===== config.mk =====
export PLATFORM = sky130hd
export DESIGN_NAME = nth_prime_in_progression_core_flat
export DESIGN_NICKNAME = d
export VERILOG_FILES = /design/src/design/npp_pkg.sv /design/src/design/npp_ifs.sv /design/src/design/npp_div.sv /design/src/design/nth_prime_in_progression_core.sv /design/src/flat_wrapper.sv
export SDC_FILE = /design/constraint.sdc
export NUM_CORES = 1
export LEC_CHECK = 0
export BUFFER_PORTS_ARGS = -buffer_cell sky130_fd_sc_hd__buf_2
export CAP_MARGIN = 20
export CORE_MARGIN = 10
export CORE_UTILIZATION = 38
export DETAILED_ROUTE_END_ITERATION = 10
export HOLD_SLACK_MARGIN = 0.08
export PLACE_DENSITY = 0.67
export SETUP_SLACK_MARGIN = 0.3
export SLEW_MARGIN = 20
export SYNTH_ARGS = -nofsm -noshare
export SYNTH_HDL_FRONTEND = slang
export SYNTH_SLANG_ARGS = --single-unit

===== constraint.sdc =====
create_clock -name clk -period 4.7 [get_ports clk]
set_input_delay 0.94 -clock clk [delete_from_list [all_inputs] [get_ports clk]]
set_output_delay 0.94 -clock clk [all_outputs]
set_load 0.005 [all_outputs]

===== src/design/npp_pkg.sv =====
// Shared constants, state encoding and divider control types for the progression prime search.
package npp_pkg;

	localparam int TERM_BITS  = 32;
	localparam int STEP_BITS  = 32;
	localparam int INDEX_BITS = 20;
	localparam int LIMIT_BITS = 20;

	// Trial divisors never exceed the square root of a term, plus one odd step.
	localparam int DIVR_BITS = TERM_BITS / 2 + 1;
	localparam int ITER_BITS = $clog2(TERM_BITS + 1);

	localparam logic [LIMIT_BITS-1:0] TERM_LIMIT_RESET = LIMIT_BITS'(1000000);
	localparam logic [DIVR_BITS-1:0]  FIRST_DIVISOR    = DIVR_BITS'(3);
	localparam logic [DIVR_BITS-1:0]  DIVISOR_STRIDE   = DIVR_BITS'(2);

	typedef enum logic [2:0] {
		ST_IDLE,
		ST_TEST,
		ST_DIV,
		ST_HIT,
		ST_ADV,
		ST_FINISH
	} state_t;

	typedef struct packed {
		logic                 start;
		logic [TERM_BITS-1:0] dividend;
		logic [DIVR_BITS-1:0] divisor;
	} div_ctl_t;

	typedef struct packed {
		logic                 done;
		logic [TERM_BITS-1:0] quo;
		logic [DIVR_BITS-1:0] rem;
	} div_sts_t;

endpackage


===== src/design/npp_ifs.sv =====
// Valid/ready channel interfaces for request, response and configuration words.
interface npp_req_if;
	import npp_pkg::*;
	logic                  valid;
	logic                  ready;
	logic [TERM_BITS-1:0]  start_req;
	logic [STEP_BITS-1:0]  step;
	logic [INDEX_BITS-1:0] index;
	modport source (output valid, start_req, step, index, input ready);
	modport sink   (input valid, start_req, step, index, output ready);
endinterface

interface npp_rsp_if;
	import npp_pkg::*;
	logic                 valid;
	logic                 ready;
	logic [TERM_BITS-1:0] prime;
	logic                 found;
	modport source (output valid, prime, found, input ready);
	modport sink   (input valid, prime, found, output ready);
endinterface

interface npp_cfg_if;
	import npp_pkg::*;
	logic                  valid;
	logic                  ready;
	logic [LIMIT_BITS-1:0] term_limit;
	modport source (output valid, term_limit, input ready);
	modport sink   (input valid, term_limit, output ready);
endinterface


===== src/design/npp_div.sv =====
// Radix-2 restoring divider that yields quotient and remainder one bit per cycle.
module npp_div (
	input  logic              clk,
	input  logic              arst_n,
	input  npp_pkg::div_ctl_t ctl,
	output npp_pkg::div_sts_t sts
);
	import npp_pkg::*;

	logic                 busy_q;
	logic                 done_q;
	logic [ITER_BITS-1:0] iter_q;
	logic [TERM_BITS-1:0] quo_q;
	logic [DIVR_BITS-1:0] rem_q;
	logic [DIVR_BITS-1:0] divisor_q;
	logic [DIVR_BITS:0]   shifted;
	logic [DIVR_BITS:0]   trial;
	logic                 fits;

	always_comb begin
		shifted = {rem_q, quo_q[TERM_BITS-1]};
		fits    = shifted >= {1'b0, divisor_q};
		trial   = shifted - {1'b0, divisor_q};
	end

	always_ff @(posedge clk or negedge arst_n) begin
		if (!arst_n) begin
			busy_q <= 1'b0;
			done_q <= 1'b0;
			iter_q <= '0;
		end else if (ctl.start) begin
			busy_q <= 1'b1;
			done_q <= 1'b0;
			iter_q <= ITER_BITS'(TERM_BITS);
		end else if (busy_q) begin
			iter_q <= iter_q - ITER_BITS'(1);
			if (iter_q == ITER_BITS'(1)) begin
				busy_q <= 1'b0;
				done_q <= 1'b1;
			end
		end else begin
			done_q <= 1'b0;
		end
	end

	// The partial remainder stays below the divisor, so its low bits suffice.
	always_ff @(posedge clk) begin
		if (ctl.start) begin
			quo_q     <= ctl.dividend;
			rem_q     <= '0;
			divisor_q <= ctl.divisor;
		end else if (busy_q) begin
			rem_q <= fits ? trial[DIVR_BITS-1:0] : shifted[DIVR_BITS-1:0];
			quo_q <= {quo_q[TERM_BITS-2:0], fits};
		end
	end

	assign sts.done = done_q;
	assign sts.quo  = quo_q;
	assign sts.rem  = rem_q;

endmodule


===== src/design/nth_prime_in_progression_core.sv =====
// Top level: searches an arithmetic progression for its n-th prime term by trial division.
//
//   channel  role     words carried
//   -------  -------  --------------------------------------------------
//   req      sink     start_req, step, index: one search request
//   rsp      source   prime, found: one answer per request
//   cfg      sink     term_limit: greatest number of terms examined
//
// A request is taken only in the idle state; the block then works on that
// one word until its answer is registered. Each trial division runs through
// one shared bit-serial divider, and the step that hands over a result also
// launches the next divisor. The answer sits in an output register, and a
// stalled rsp only delays the return to idle. Reset clears all control state
// and loads term_limit with 1000000; cfg.ready is always high.
module nth_prime_in_progression_core (
	input logic    clk,
	input logic    arst_n,
	npp_req_if.sink   req,
	npp_rsp_if.source rsp,
	npp_cfg_if.sink   cfg
);
	import npp_pkg::*;

	state_t state_q;
	state_t state_d;

	// Search context.
	logic [TERM_BITS-1:0]  term_q,  term_d;
	logic [STEP_BITS-1:0]  step_q,  step_d;
	logic [INDEX_BITS-1:0] want_q,  want_d;
	logic [INDEX_BITS-1:0] count_q, count_d;
	logic [LIMIT_BITS-1:0] seen_q,  seen_d;
	logic [DIVR_BITS-1:0]  dv_q,    dv_d;
	logic [TERM_BITS-1:0]  res_prime_q, res_prime_d;
	logic                  res_found_q, res_found_d;

	logic [LIMIT_BITS-1:0] limit_q;

	// Output register.
	logic                  out_valid_q;
	logic [TERM_BITS-1:0]  out_prime_q;
	logic                  out_found_q;
	logic                  out_load;

	logic [TERM_BITS:0]    next_sum;
	logic [INDEX_BITS-1:0] count_inc;
	logic [LIMIT_BITS-1:0] seen_inc;
	logic [DIVR_BITS-1:0]  dv_next;

	div_ctl_t div_ctl;
	div_sts_t div_sts;

	npp_div u_div (
		.clk    (clk),
		.arst_n (arst_n),
		.ctl    (div_ctl),
		.sts    (div_sts)
	);

	// The next term overflows the value width exactly when this sum carries out.
	assign next_sum  = {1'b0, term_q} + {1'b0, step_q};
	assign count_inc = count_q + INDEX_BITS'(1);
	assign seen_inc  = seen_q + LIMIT_BITS'(1);
	assign dv_next   = dv_q + DIVISOR_STRIDE;

	always_comb begin
		state_d          = state_q;
		term_d           = term_q;
		step_d           = step_q;
		want_d           = want_q;
		count_d          = count_q;
		seen_d           = seen_q;
		dv_d             = dv_q;
		res_prime_d      = res_prime_q;
		res_found_d      = res_found_q;
		out_load         = 1'b0;
		div_ctl.start    = 1'b0;
		div_ctl.dividend = term_q;
		div_ctl.divisor  = dv_q;
		req.ready        = (state_q == ST_IDLE);

		case (state_q)
			ST_IDLE: begin
				if (req.valid) begin
					term_d      = req.start_req;
					step_d      = req.step;
					want_d      = req.index;
					count_d     = '0;
					seen_d      = '0;
					res_prime_d = '0;
					res_found_d = 1'b0;
					// A zero index or a zero limit examines no term at all.
					if (req.index == '0 || limit_q == '0) begin
						state_d = ST_FINISH;
					end else begin
						state_d = ST_TEST;
					end
				end
			end
			ST_TEST: begin
				if (term_q < TERM_BITS'(2)) begin
					state_d = ST_ADV;
				end else if (term_q < TERM_BITS'(4)) begin
					state_d = ST_HIT;
				end else if (!term_q[0]) begin
					state_d = ST_ADV;
				end else begin
					div_ctl.start   = 1'b1;
					div_ctl.divisor = FIRST_DIVISOR;
					dv_d            = FIRST_DIVISOR;
					state_d         = ST_DIV;
				end
			end
			ST_DIV: begin
				if (div_sts.done) begin
					// Divisor above the quotient means divisor squared exceeds the term.
					if (TERM_BITS'(dv_q) > div_sts.quo) begin
						state_d = ST_HIT;
					end else if (div_sts.rem == '0) begin
						state_d = ST_ADV;
					end else begin
						div_ctl.start   = 1'b1;
						div_ctl.divisor = dv_next;
						dv_d            = dv_next;
					end
				end
			end
			ST_HIT: begin
				count_d = count_inc;
				if (count_inc == want_q) begin
					res_prime_d = term_q;
					res_found_d = 1'b1;
					state_d     = ST_FINISH;
				end else begin
					state_d = ST_ADV;
				end
			end
			ST_ADV: begin
				if (seen_inc >= limit_q || next_sum[TERM_BITS]) begin
					state_d = ST_FINISH;
				end else begin
					term_d  = next_sum[TERM_BITS-1:0];
					seen_d  = seen_inc;
					state_d = ST_TEST;
				end
			end
			ST_FINISH: begin
				if (!out_valid_q || rsp.ready) begin
					out_load = 1'b1;
					state_d  = ST_IDLE;
				end
			end
			default: begin
				state_d = ST_IDLE;
			end
		endcase
	end

	always_ff @(posedge clk or negedge arst_n) begin
		if (!arst_n) begin
			state_q <= ST_IDLE;
		end else begin
			state_q <= state_d;
		end
	end

	always_ff @(posedge clk) begin
		term_q      <= term_d;
		step_q      <= step_d;
		want_q      <= want_d;
		count_q     <= count_d;
		seen_q      <= seen_d;
		dv_q        <= dv_d;
		res_prime_q <= res_prime_d;
		res_found_q <= res_found_d;
	end

	// The user is to write configuration only while the block is idle; the block itself does not enforce this.
	assign cfg.ready = 1'b1;

	always_ff @(posedge clk or negedge arst_n) begin
		if (!arst_n) begin
			limit_q <= TERM_LIMIT_RESET;
		end else if (cfg.valid) begin
			limit_q <= cfg.term_limit;
		end
	end

	always_ff @(posedge clk or negedge arst_n) begin
		if (!arst_n) begin
			out_valid_q <= 1'b0;
		end else if (out_load) begin
			out_valid_q <= 1'b1;
		end else if (rsp.ready) begin
			out_valid_q <= 1'b0;
		end
	end

	always_ff @(posedge clk) begin
		if (out_load) begin
			out_prime_q <= res_prime_q;
			out_found_q <= res_found_q;
		end
	end

	assign rsp.valid = out_valid_q;
	assign rsp.prime = out_prime_q;
	assign rsp.found = out_found_q;

endmodule


===== src/flat_wrapper.sv =====
// flat-port wrapper written by rule: the top's interface ports become plain ports
module nth_prime_in_progression_core_flat import npp_pkg::*;
  (clk, arst_n, req_valid, req_start_req, req_step, req_index, req_ready, rsp_valid, rsp_prime, rsp_found, rsp_ready, cfg_valid, cfg_term_limit, cfg_ready);
  npp_req_if req_i ();
  npp_rsp_if rsp_i ();
  npp_cfg_if cfg_i ();
  input logic clk;
  input logic arst_n;
  input wire logic [$bits(req_i.valid)-1:0] req_valid;
  input wire logic [$bits(req_i.start_req)-1:0] req_start_req;
  input wire logic [$bits(req_i.step)-1:0] req_step;
  input wire logic [$bits(req_i.index)-1:0] req_index;
  output wire logic [$bits(req_i.ready)-1:0] req_ready;
  output wire logic [$bits(rsp_i.valid)-1:0] rsp_valid;
  output wire logic [$bits(rsp_i.prime)-1:0] rsp_prime;
  output wire logic [$bits(rsp_i.found)-1:0] rsp_found;
  input wire logic [$bits(rsp_i.ready)-1:0] rsp_ready;
  input wire logic [$bits(cfg_i.valid)-1:0] cfg_valid;
  input wire logic [$bits(cfg_i.term_limit)-1:0] cfg_term_limit;
  output wire logic [$bits(cfg_i.ready)-1:0] cfg_ready;
  assign req_i.valid = req_valid;
  assign req_i.start_req = req_start_req;
  assign req_i.step = req_step;
  assign req_i.index = req_index;
  assign req_ready = req_i.ready;
  assign rsp_valid = rsp_i.valid;
  assign rsp_prime = rsp_i.prime;
  assign rsp_found = rsp_i.found;
  assign rsp_i.ready = rsp_ready;
  assign cfg_i.valid = cfg_valid;
  assign cfg_i.term_limit = cfg_term_limit;
  assign cfg_ready = cfg_i.ready;
  nth_prime_in_progression_core u_core (.clk(clk), .arst_n(arst_n), .req(req_i), .rsp(rsp_i), .cfg(cfg_i));
endmodule

==> Yosys cells after proc, flatten, opt, wreduce, memory -nomap -nowiden <==
Cells that the tools add are included.
{ "classes": {"eq_ne": 14, "add_sub_neg": 6, "muxes": 54, "n_reduce_logical": 17, "order_cmp": 5} }
{ "op_table": {"columns": ["cell", "n"], "rows": [
  ["32-bit 2-to-1 mux", 6],
  ["32-bit case mux with 2 select lines", 2],
  ["17-bit 2-to-1 mux", 7],
  ["20-bit case mux with 2 select lines", 2],
  ["20-bit by 1-bit adder with 20-bit output, second input constant", 2],
  ["20-bit zero test", 2],
  ["20-bit 2-to-1 mux", 2],
  ["17-bit case mux with 2 select lines", 1],
  ["32-bit by 32-bit adder with 33-bit output", 1],
  ["17-bit by 32-bit > comparator with 1-bit output", 1],
  ["32-bit by 2-bit less-than comparator with 1-bit output, second input constant", 1],
  ["32-bit by 3-bit less-than comparator with 1-bit output, second input constant", 1],
  ["3-bit 2-to-1 mux", 10],
  ["20-bit equality test", 1],
  ["20-bit greater-or-equal comparator", 1],
  ["1-bit 2-to-1 mux", 19],
  ["18-bit by 17-bit greater-or-equal comparator with 1-bit output", 1],
  ["3-bit case mux with 6 select lines", 1],
  ["17-bit by 2-bit adder with 17-bit output, second input constant", 1],
  ["17-bit zero test", 1],
  ["17-bit subtractor", 1],
  ["6-bit 2-to-1 mux", 2],
  ["2-bit nonzero test", 4],
  ["3-bit by 2-bit equality test with 1-bit output, second input constant", 2],
  ["other kinds (14)", 24]
]} }
{ "word_totals": {"wordCells": 115, "output_inout_bits": 36, "register_bits": 305, "in_bits": 109} }

==> Logic depth before layout (Yosys ltp) <==
Gate-level depths: netlist of the first run.
{ "depth": {"depth_word": 6, "ltp_mapped": 14} }

==> Modules after synthesis <==
From an unflattened synthesis of the first run, not the netlist that was laid out.
{ "unflattened": {"cells_unflattened": 1440, "hier_area_um2": 16097.9} }
{ "modules_own_cells": {"columns": ["module", "cells_per_inst", "n_inst", "area_each_um2", "seq_area_each_um2"], "rows": [
  ["nth_prime_in_progression_core", 1080, 1, 12014.0, 6655.1],
  ["npp_div", 360, 1, 4083.9, 2011.9]
]} }

==> Worst setup path before layout of the first run <==
OpenSTA, ideal clock, no wires.
{ "synth_timing": {"path_type": "flip-flop to flip-flop", "start": "register u_core.seen_q[2]", "end": "register u_core.seen_q[0], enable pin", "arrival_ps": 3808, "t_required_ps": 4292, "period_less_slack_ps": 4216, "path_stages_with_launch": 13, "setup_slack_ps": 484, "cell_sequence": "edfxtp_1 > nand3_1 > nor3_1 > nand4_1 > xnor2_1 > ha_1 > a21o_1 > a2111oi_0 > or4_1 > a31oi_1 > or4_1 > a21oi_1 > a21o_1"} }
{ "synth_via": {"elab_chain_len": 5} }
{ "synth_lines": {"columns": ["item", "line", "rtl"], "rows": [
  ["start, declared", "nth_prime_in_progression_core.sv:32", "logic [LIMIT_BITS-1:0] seen_q, seen_d;"],
  ["start signal, assigned", "nth_prime_in_progression_core.sv:172", "seen_q <= seen_d;"],
  ["20-bit by 1-bit adder with 20-bit output", "nth_prime_in_progression_core.sv:63", "assign seen_inc = seen_q + LIMIT_BITS'(1);"],
  ["net u_core.seen_inc[9]", "nth_prime_in_progression_core.sv:47", "logic [LIMIT_BITS-1:0] seen_inc;"],
  ["20-bit greater-or-equal comparator", "nth_prime_in_progression_core.sv:139", "if (seen_inc >= limit_q || next_sum[TERM_BITS]) begin"],
  ["1-bit logical OR", "nth_prime_in_progression_core.sv:139", null],
  ["2-bit inequality test (no line)", null, null],
  ["3-bit AND reduction (no line)", null, null]
]} }
The timed path passes the listed nets, and every way through them passes these cells.
A chain may end at the register's enable or synchronous reset.

==> Worst setup path after layout of the first run <==
{ "layout_timing": {"start": "register u_core.seen_q[2]", "end": "register u_core.term_q[8], enable pin"} }
{ "layout_via": {"elab_chain_len": 5} }
{ "layout_lines": {"columns": ["item", "line", "rtl"], "rows": [
  ["20-bit by 1-bit adder with 20-bit output", "nth_prime_in_progression_core.sv:63", null],
  ["net u_core.seen_inc[9]", "nth_prime_in_progression_core.sv:47", null],
  ["20-bit greater-or-equal comparator", "nth_prime_in_progression_core.sv:139", null],
  ["1-bit logical OR", "nth_prime_in_progression_core.sv:139", null],
  ["2-bit inequality test (no line)", null, null],
  ["3-bit AND reduction (no line)", null, null],
  ["end signal, assigned", "nth_prime_in_progression_core.sv:168", "term_q <= term_d;"],
  ["end, declared", "nth_prime_in_progression_core.sv:28", "logic [TERM_BITS-1:0] term_q, term_d;"]
]} }
The timed path passes the listed nets, and every way through them passes these cells.

==> results of run 1 <==
[flip-flops by register name, indices dropped and copies added, names as in the netlist, 6 cells and up]
| register | cells |
|---|---|
| u_core.res_prime_q | 32 |
| u_core.rsp.prime | 32 |
| u_core.step_q | 32 |
| u_core.term_q | 32 |
| u_core.u_div.quo_q | 32 |
| u_core.count_q | 20 |
| u_core.limit_q | 20 |
| u_core.seen_q | 20 |
| u_core.want_q | 20 |
| u_core.dv_q | 17 |
| u_core.u_div.divisor_q | 17 |
| u_core.u_div.rem_q | 17 |
| u_core.u_div.iter_q | 6 |
[worst reg2reg max path: cells and delay by family (launching register included)]
family | cells | cell delay (ps)
AOI/OAI and AO/OA | 5 | 1010
xor gates and xnor gates | 1 | 170
adders and majority gates | 1 | 200
buffers and inverters | 1 | 370
DFF | 1 | 400
and+or+nand+nor | 5 | 1600
[synthesized netlist by cell type (all sizes together), types with 22 or more instances]
cell type	n
nor4	35
a21oi	54
nand2	136
nand3	46
xnor2	59
mux2i	26
o21ai	91
a211oi	24
nor2	83
and2	59
dfrtp	25
edfxtp	239
ha	91
inv	91
xor2	26
nor3	24
clkbuf	34
nand4	22
dfxtp	34
[how the worst max path moves through the flow]
stage                                              start                              to  slack (ps)  cells after the start
after floorplan           u_core.seen_q[2]$_SDFFCE_PN0P_  u_core.seen_q[0]$_SDFFCE_PN0P_         480                     12
after global placement    u_core.seen_q[2]$_SDFFCE_PN0P_     u_core.term_q[18]$_DFFE_PP_         800                     15
after detailed placement  u_core.seen_q[2]$_SDFFCE_PN0P_      u_core.term_q[9]$_DFFE_PP_         660                     12
after CTS                 u_core.seen_q[2]$_SDFFCE_PN0P_      u_core.term_q[9]$_DFFE_PP_         640                     13
after global routing      u_core.seen_q[2]$_SDFFCE_PN0P_      u_core.term_q[8]$_DFFE_PP_         310                     11
final                     u_core.seen_q[2]$_SDFFCE_PN0P_      u_core.term_q[8]$_DFFE_PP_         570                     13
[layout by cell type (no fill, tap or decap), types with 13 or more instances in the layout]
cell type,netlist,layout
and2_1,57,57
nor2_1,82,82
xor2_1,26,26
nand2b_1,13,13
nand4_1,21,21
mux2_2,15,15
nor4_1,34,34
xnor2_1,59,59
o21ai_0,90,90
dfxtp_1,34,34
a211oi_1,24,24
buf_2,5,143
mux2i_1,26,26
edfxtp_1,239,239
a21oi_1,54,54
nand3_1,45,45
ha_1,91,91
nand2_1,136,135
a21o_1,19,18
clkbuf_16,0,35
nor3_1,24,23
inv_1,90,89
and3_1,17,16
dfrtp_1,25,25
[cells by family (layout without fill, tap and decap cells)]
kind of cell,Yosys count,count (layout),synth area share [%]
flip-flops,305,305,54.02
AND/OR/NAND/NOR,486,486,15.53
other,1,1,0.02337
adder cells (fa/ha/maj),93,93,7.346
multiplexers,42,42,2.745
AO/OA/AOI/OAI,284,284,11.39
buffers and inverters,134,308,3.314
XOR/XNOR,92,92,5.631
[through the flow]
stage	hold slack, ps	area, sq um	util (%)
3_5_place_dp	404.5	17360	41.49
2_1_floorplan	400.3	16040	-
3_3_place_gp	400.7	17360	41.49
6_report	410.2	18430	44.04
4_1_cts	409.3	18430	44.04
5_1_grt	422.2	18430	44.04
[layer usage]
layer / GRT usage (%) / part of all wire, % / vias to the layer above
li1: - / - / 5600
met1: 20.73 / 46 / 5664
met2: 24.53 / 46 / 307
met4: 3.922 / 1.9 / 0
met3: 3.136 / 6.7 / 51
met5: 0 / 0 / -
[area by class of cell]
| cell class | count | area, sq um |
|---|---|---|
| inverters | 91 | 341.6 |
| repair buffers | 156 | 825.8 |
| flip-flops and latches | 305 | 8667 |
| well taps | 539 | 674.4 |
| clock inverters | 17 | 146.4 |
| multi-input cells | 998 | 6855 |
| clock buffers | 44 | 919.6 |
| fillers | 3901 | 23420 |
[power groups by stage]
stage                     Sequential, mW  Clock (mW)  Combinational, mW
after floorplan                     4.52           0               3.74
after global placement              4.76           0               4.64
after detailed placement            4.79           0               4.77
after CTS                           4.74        2.64               4.80
after global routing                4.85        2.74               5.41
final                               4.75        2.57               4.81
==> flow_metrics.env, run 1 <==
export IMPL_num_nets_final=1788
export IMPL_design_core_area_sq_um=41850
export IMPL_portBuffers=143
export IMPL_die_x_microns=225.5
export IMPL_p_seq_share_pct=39.2
export IMPL_holdBufCountCts=0
export IMPL_path_cells="nand3_1 > nor3_1 > nand4_1 > xnor2_1 > ha_1 > a21o_1 > a2111oi_0 > or4_1 > a31oi_1 > or4_1 > a21oi_1 > a21o_2 > buf_4"
export IMPL_p_int_mw=7.603
export IMPL_vias_per_cell=5.406
export IMPL_cpMaxStageDelayCell="or4_1"
export IMPL_drcViolationCount=0
export IMPL_clkLatencyLatePin_ps=520
export IMPL_wl_per_cell_microns=18.30
export IMPL_cpMostUsedCell="or4_1"
export IMPL_critPathBufInv=1
export IMPL_clock_tree_root_cell="clkbuf_16"
export IMPL_syn_to_final_growth_pct=14.87
export IMPL_worst_setup_path_type="reg -> reg"
export IMPL_r2r_end="u_core.term_q[8]$_DFFE_PP_"
export IMPL_ios=145
export IMPL_final_cell_count_no_fill=2150
export IMPL_rrSetupSlack_ps=570
export IMPL_drt_total_wl_mm=39.35
export IMPL_hold_start="u_core.res_prime_q[0]$_SDFFCE_PN0P_"
export IMPL_start_util_pct=38.33
export IMPL_netlist_area_sq_um=16040
export IMPL_track_usage_pct=15.31
export IMPL_rsz0062_at_grt="false"
export IMPL_htreeDepth=2
export IMPL_outcome="complete, no violations"
export IMPL_critical_path_endpoint_type="flip-flop"
export IMPL_period_share_pct=87.81
export IMPL_grt_overflow=0
export IMPL_antenna_found_initial=1
export IMPL_critPathLaunchType="flip-flop"
export IMPL_holdCritPathClass="reg -> reg"
export IMPL_min_path_cells=0
export IMPL_ys_ff_latch=305
export IMPL_cts_tree="yes"
export IMPL_hold_path_endpoint="u_core.rsp.prime[0]$_DFFE_PP_"
export IMPL_ys_types=79
export IMPL_max_cap_violations=0
export IMPL_hold_viol=0
export IMPL_first_pass_iters=5
export IMPL_relSlewSlack_pct=31.89
export IMPL_yosysSeqAreaShare_pct=54.02
export IMPL_ys_flop_type="edfxtp_1"
export IMPL_die_h_microns=225.5
export IMPL_grt_pass1_wl_mm=62.66
export IMPL_diodes=0
export IMPL_required_ps=4860
export IMPL_critical_path_max_stage_delay_ps=560
export IMPL_power_switching_mw=4.527
export IMPL_p_total_mw=12.13
export IMPL_routabilityCongestion=0.9267
export IMPL_yosysTopAreaCell="edfxtp_1"
export IMPL_synth_area_per_cell_sq_um=11.17
export IMPL_power_per_cell_area_nw_per_um2=658.2
export IMPL_via_count=11620
export IMPL_pwr_share_clk_pct=21.2
export IMPL_finalMaxSlewViolations=0
export IMPL_dp_slack_ps=663.0
export IMPL_layout_drive_gt1_share_pct=15.52
export IMPL_postCtsSetupRepairBufs=0
export IMPL_setup_viol=0
export IMPL_pwr_share_comb_pct=39.6
export IMPL_worst_ep_arrival_time_ps=4290
export IMPL_worst_slack_ps=572.7
export IMPL_fin_worst_skew_ps=19.13
export IMPL_drtIter0Drc=1019
export IMPL_dpl_hpwl_mm=29.13
export IMPL_setup_tns_ps=0
export IMPL_power_leakage_nw=7.311
export IMPL_layout_min_cycle_time_ps=4127
export IMPL_ys_top_cells_by_area="edfxtp_1, ha_1, dfxtp_1"
export IMPL_dp_cells=2089
export IMPL_grt_max_degree=49
export IMPL_rows=75
export IMPL_antenna_left=0
export IMPL_grt_pass1_vias=11640
export IMPL_syn_inst=1437
export IMPL_critPathMaxFanout=29
export IMPL_synth_top_area_share_pct=44.73
export IMPL_cts_sinks=305
export IMPL_ff2ff_path_depth=13
export IMPL_dieArea_sq_um=50840
export IMPL_critical_path_top_delay_family="simple AND/OR/NAND/NOR gates"
export IMPL_vdd_drop_max_uv=306.9
export IMPL_synth_async_sr_flop_share_pct=10.49
export IMPL_numCtsBuffers=34
export IMPL_worst_pin_slew_ps=995.9
export IMPL_cts_buffer_depth=3
export IMPL_fmax_mhz=242.3
export IMPL_switching_share_pct=37.32
export IMPL_post_cts_resized=0
export IMPL_synth_edf_count=239
export IMPL_syn_nets=1639
export IMPL_path_clk_slew_ps=60
export IMPL_r2r_start="u_core.seen_q[2]$_SDFFCE_PN0P_"
export IMPL_yosysWarnings=0
(Power assumes the default switching activity.)
==> inputs of run 2 (changes only) <==
Settings changed: MAX_ROUTING_LAYER set to met4.
==> flow_metrics.env, run 2 (same netlist as run 1, synthesis figures left out) <==
export IMPL_antenna_left=0
export IMPL_clock_tree_root_cell="clkbuf_16"
export IMPL_hold_start="u_core.res_prime_q[12]$_SDFFCE_PN0P_"
export IMPL_p_total_mw=12.40
export IMPL_worst_setup_path_type="reg -> reg"
export IMPL_htreeDepth=2
export IMPL_antenna_found_initial=1
export IMPL_max_cap_violations=0
export IMPL_setup_tns_ps=0
export IMPL_fmax_mhz=254.7
export IMPL_diodes=0
export IMPL_portBuffers=143
export IMPL_dpl_hpwl_mm=28.90
export IMPL_setup_viol=0
export IMPL_fin_worst_skew_ps=22.44
export IMPL_num_nets_final=1788
export IMPL_via_count=11680
export IMPL_start_util_pct=38.33
export IMPL_first_pass_iters=5
export IMPL_rows=75
export IMPL_r2r_end="u_core.term_q[4]$_DFFE_PP_"
export IMPL_power_switching_mw=4.569
export IMPL_dieArea_sq_um=50840
export IMPL_cts_sinks=305
export IMPL_vdd_drop_max_uv=271.6
export IMPL_layout_min_cycle_time_ps=3926
export IMPL_critPathMaxFanout=28
export IMPL_layout_drive_gt1_share_pct=15.70
export IMPL_power_per_cell_area_nw_per_um2=668.3
export IMPL_pwr_share_comb_pct=38.8
export IMPL_finalMaxSlewViolations=0
export IMPL_layout_commonest_cell="edfxtp_1"
export IMPL_fillers=3897
export IMPL_power_leakage_nw=7.360
export IMPL_rsz0062_at_grt="false"
export IMPL_holdBufCountCts=0
export IMPL_worst_ep_arrival_time_ps=4090
export IMPL_period_share_pct=83.54
export IMPL_routabilityCongestion=0.9374
export IMPL_relSlewSlack_pct=37.37
export IMPL_drtIter0Drc=1234
export IMPL_holdCritPathClass="reg -> reg"
export IMPL_critPathLaunchType="flip-flop"
export IMPL_drt_total_wl_mm=39.39
export IMPL_critical_path_endpoint_type="flip-flop"
export IMPL_hold_viol=0
export IMPL_cts_buffer_depth=3
export IMPL_switching_share_pct=36.85
export IMPL_fin_area_sq_um=18560
export IMPL_final_cell_mix="edfxtp_1, buf_2, nand2_1"
export IMPL_die_x_microns=225.5
export IMPL_grt_pass1_wl_mm=62.37
export IMPL_ff2ff_path_depth=11
export IMPL_worst_pin_slew_ps=915.8
export IMPL_hold_ws_ps=419.5
export IMPL_hold_path_endpoint="u_core.rsp.prime[12]$_DFFE_PP_"
export IMPL_dp_cells=2089
export IMPL_design_core_area_sq_um=41850
export IMPL_outcome="complete, no violations"
export IMPL_min_path_cells=0
export IMPL_final_cell_count_no_fill=2150
export IMPL_vias_per_cell=5.433
export IMPL_grt_max_degree=49
export IMPL_ios=145
export IMPL_path_clk_slew_ps=60
export IMPL_wl_per_cell_microns=18.32
export IMPL_critPathLaunch="u_core.term_q[0]$_DFFE_PP_"
export IMPL_r2r_start="u_core.term_q[0]$_DFFE_PP_"
export IMPL_clkLatencyLatePin_ps=530
export IMPL_track_usage_pct=15.70
export IMPL_postCtsSetupRepairBufs=0
export IMPL_cts_tree="yes"
export IMPL_grt_overflow=0
export IMPL_post_cts_resized=0
export IMPL_p_seq_share_pct=38.3
export IMPL_p_int_mw=7.831
export IMPL_die_h_microns=225.5
export IMPL_grt_pass1_vias=11430
export IMPL_pwr_share_clk_pct=22.9
export IMPL_drcViolationCount=0
export IMPL_placed_cell_area_sq_um=17360
export IMPL_required_ps=4870
export IMPL_syn_to_final_growth_pct=15.65
export IMPL_rrSetupSlack_ps=770
export IMPL_numCtsBuffers=34
run 2: final cells by class:
cell class | instances | area [sq um] | area share, %
Timing Repair Buffer | 156 | 825.8 | 4.450
Tap cell | 539 | 674.4 | 3.635
Clock buffer | 45 | 965.9 | 5.206
Sequential cell | 305 | 8667 | 46.71
Clock inverter | 16 | 220.2 | 1.187
Multi-Input combinational cell | 998 | 6860 | 36.97
Inverter | 91 | 341.6 | 1.841
run 2: metrics by stage:
| stage | worst slack [ps] | utilization [%] |
|---|---|---|
| after floorplan | 484.1 | - |
| after global placement | 765.5 | 41.49 |
| after detailed placement | 694.3 | 41.49 |
| after CTS | 662.1 | 44.32 |
| after global routing | 428.3 | 44.33 |
| final | 773.8 | 44.33 |
run 2: worst max-delay path by stage:
stage | to | slack, ps | cells past startpoint
floorplan | u_core.seen_q[0]$_SDFFCE_PN0P_ | 480 | 12
global placement | u_core.term_q[15]$_DFFE_PP_ | 770 | 15
detailed placement | u_core.term_q[9]$_DFFE_PP_ | 690 | 13
CTS | u_core.term_q[5]$_DFFE_PP_ | 660 | 12
global route | u_core.term_q[2]$_DFFE_PP_ | 430 | 11
finish | u_core.term_q[4]$_DFFE_PP_ | 770 | 11
run 2: worst max-delay path: stages, from the launching register on:
cell,delay (ps)
edfxtp_1,440
ha_1,280
fa_1,450
a211oi_1,390
nor4_1,110
nor2_1,180
a21oi_1,160
a32oi_1,450
o21ai_0,310
a21oi_1,240
a21o_2,160
buf_4,370
run 2: power by group through the flow:
stage | registers [mW] | logic [mW] | clock network, mW
after global placement | 4.76 | 4.64 | 0
after CTS | 4.74 | 4.80 | 2.89
final | 4.75 | 4.81 | 2.84
after floorplan | 4.52 | 3.74 | 0
after global routing | 4.85 | 5.40 | 3.00
after detailed placement | 4.79 | 4.77 | 0
run 2: routing by layer:
metal / up-vias / wire length [microns] / share of wire (%) / global-route usage [%]
li1: 5592 / - / - / -
met1: 5675 / 18170 / 46 / 20.81
met2: 353 / 17880 / 45 / 24.47
met3: 61 / 2508 / 6.4 / 2.681
met4: 0 / 828 / 2.1 / 4.227
met5: - / 0 / 0 / -
==> inputs of run 3 (changes only) <==
Clock period 4.7 ns to 3.7 ns, I/O delays scaled along.
==> flow_metrics.env, run 3 (same netlist as run 1, synthesis figures left out) <==
export IMPL_outcome="complete, no violations"
export IMPL_first_pass_iters=5
export IMPL_fmax_mhz=284.4
export IMPL_placed_cell_area_sq_um=17510
export IMPL_htreeDepth=1
export IMPL_track_usage_pct=15.81
export IMPL_setup_tns_ps=0
export IMPL_r2r_end="u_core.term_q[30]$_DFFE_PP_"
export IMPL_drt_total_wl_mm=40.53
export IMPL_finalMaxSlewViolations=0
export IMPL_layout_commonest_cell="edfxtp_1"
export IMPL_clkLatencyLatePin_ps=570
export IMPL_worst_pin_slew_ps=928.0
export IMPL_fin_area_sq_um=19110
export IMPL_dp_cells=2099
export IMPL_drtIter0Drc=1019
export IMPL_p_total_mw=16.08
export IMPL_wl_per_cell_microns=18.52
export IMPL_r2r_start="u_core.seen_q[7]$_SDFFCE_PN0P_"
export IMPL_portBuffers=143
export IMPL_cts_buffer_depth=3
export IMPL_grt_max_degree=44
export IMPL_worst_ep_arrival_time_ps=3810
export IMPL_via_count=11890
export IMPL_dieArea_sq_um=50840
export IMPL_design_core_area_sq_um=41850
export IMPL_final_cell_mix="edfxtp_1, buf_2, nand2_1"
export IMPL_grt_overflow=0
export IMPL_critPathMaxFanout=8
export IMPL_numCtsBuffers=31
export IMPL_cts_sinks=305
export IMPL_worst_setup_path_type="reg -> reg"
export IMPL_layout_min_cycle_time_ps=3516
export IMPL_holdBufCountCts=0
export IMPL_critPathLaunchType="flip-flop"
export IMPL_clock_tree_root_cell="clkbuf_16"
export IMPL_worst_slack_ps=184.0
export IMPL_rows=75
export IMPL_ff2ff_path_depth=17
export IMPL_required_ps=3990
export IMPL_die_x_microns=225.5
export IMPL_rsz0062_at_grt="true"
export IMPL_rrSetupSlack_ps=180
export IMPL_routabilityCongestion=0.9168
export IMPL_num_nets_final=1826
export IMPL_dp_slack_ps=54.30
export IMPL_power_per_cell_area_nw_per_um2=841.4
export IMPL_antenna_left=0
export IMPL_holdCritPathClass="in -> async"
export IMPL_layout_drive_gt1_share_pct=19.59
export IMPL_relSlewSlack_pct=37.98
export IMPL_ios=145
export IMPL_diodes=0
export IMPL_max_cap_violations=0
export IMPL_cts_tree="yes"
export IMPL_start_util_pct=38.33
export IMPL_final_cell_count_no_fill=2188
export IMPL_vias_per_cell=5.435
export IMPL_syn_to_final_growth_pct=19.14
export IMPL_hold_viol=0
export IMPL_power_leakage_nw=7.626
export IMPL_grt_pass1_vias=11890
export IMPL_fin_worst_skew_ps=10.63
export IMPL_die_h_microns=225.5
export IMPL_vdd_drop_max_uv=447.4
export IMPL_critical_path_endpoint_type="flip-flop"
export IMPL_setup_viol=0
export IMPL_fillers=3791
export IMPL_period_share_pct=95.03
export IMPL_drcViolationCount=0
export IMPL_path_clk_slew_ps=60
export IMPL_dpl_hpwl_mm=29.22
export IMPL_grt_pass1_wl_mm=63.41
export IMPL_antenna_found_initial=1
[run 3: cell count changes in the layout (fill, tap and decap cells not counted), sizes merged]
cell	change
buf	+41
bufinv	-3
clkbuf	+5
clkinv	-4
inv	+2
clkinvlp	-3
[run 3: per-stage QoR]
step / hold slack, ps / utilization, %
global placement: 401.7 / 41.84
global route: 279.5 / 45.67
CTS: 220.9 / 45.22
finish: 219.2 / 45.67
floorplan: 400.3 / -
detailed placement: 404.5 / 41.84
[run 3: area by class of cell]
type / count / area [sq um] / share of cell area (%)
clock buffer: 50 / 980.9 / 5.132
clock inverter: 8 / 97.59 / 0.5106
inverter: 91 / 341.6 / 1.787
multi-input combinational: 998 / 7094 / 37.11
sequential: 305 / 8667 / 45.34
tap: 539 / 674.4 / 3.528
timing repair buffer: 197 / 1259 / 6.585
[run 3: where the power goes]
group          total, mW  internal [mW]  switching (mW)
sequential          6.02           5.19           0.834
combinational       6.79           2.97            3.82
clock               3.28           1.95            1.33
[run 3: timing repair]
action,CTS,global route
endpoints found under the hold margin,0,0
setup buffers,20,8
setup endpoints to repair,52,113
cloned,3,0
pin swaps,11,16
gates resized for setup,22,23
[run 3: routing by layer]
| layer | GRT usage (%) | wire length, microns |
|---|---|---|
| met5 | - | 0 |
| met3 | 2.628 | 2472 |
| met1 | 20.84 | 18470 |
| met2 | 25.00 | 18600 |
| met4 | 3.878 | 985 |
[run 3: worst max path at each step]
stage,startpoint,to
6_report,u_core.seen_q[7]$_SDFFCE_PN0P_,u_core.term_q[30]$_DFFE_PP_
2_1_floorplan,u_core.seen_q[0]$_SDFFCE_PN0P_,u_core.seen_q[0]$_SDFFCE_PN0P_
3_3_place_gp,u_core.seen_q[6]$_SDFFCE_PN0P_,u_core.term_q[17]$_DFFE_PP_
3_5_place_dp,u_core.seen_q[0]$_SDFFCE_PN0P_,u_core.term_q[17]$_DFFE_PP_
5_1_grt,u_core.seen_q[9]$_SDFFCE_PN0P_,u_core.term_q[30]$_DFFE_PP_
4_1_cts,u_core.seen_q[8]$_SDFFCE_PN0P_,u_core.term_q[30]$_DFFE_PP_
[run 3: worst max-delay path, stage by stage, from the launching register on]
cell and delay [ps]:
edfxtp_1 350, and4_1 230, and3_4 220, nand3_4 110, nor2_4 140, and3_1 200, xor2_1 180, ha_1 270
nand4_1 130, buf_4 120, buf_4 90, nor2_1 40, or4_4 530, a21oi_4 140, a21o_4 150, buf_6 100
buf_12 110, buf_16 130
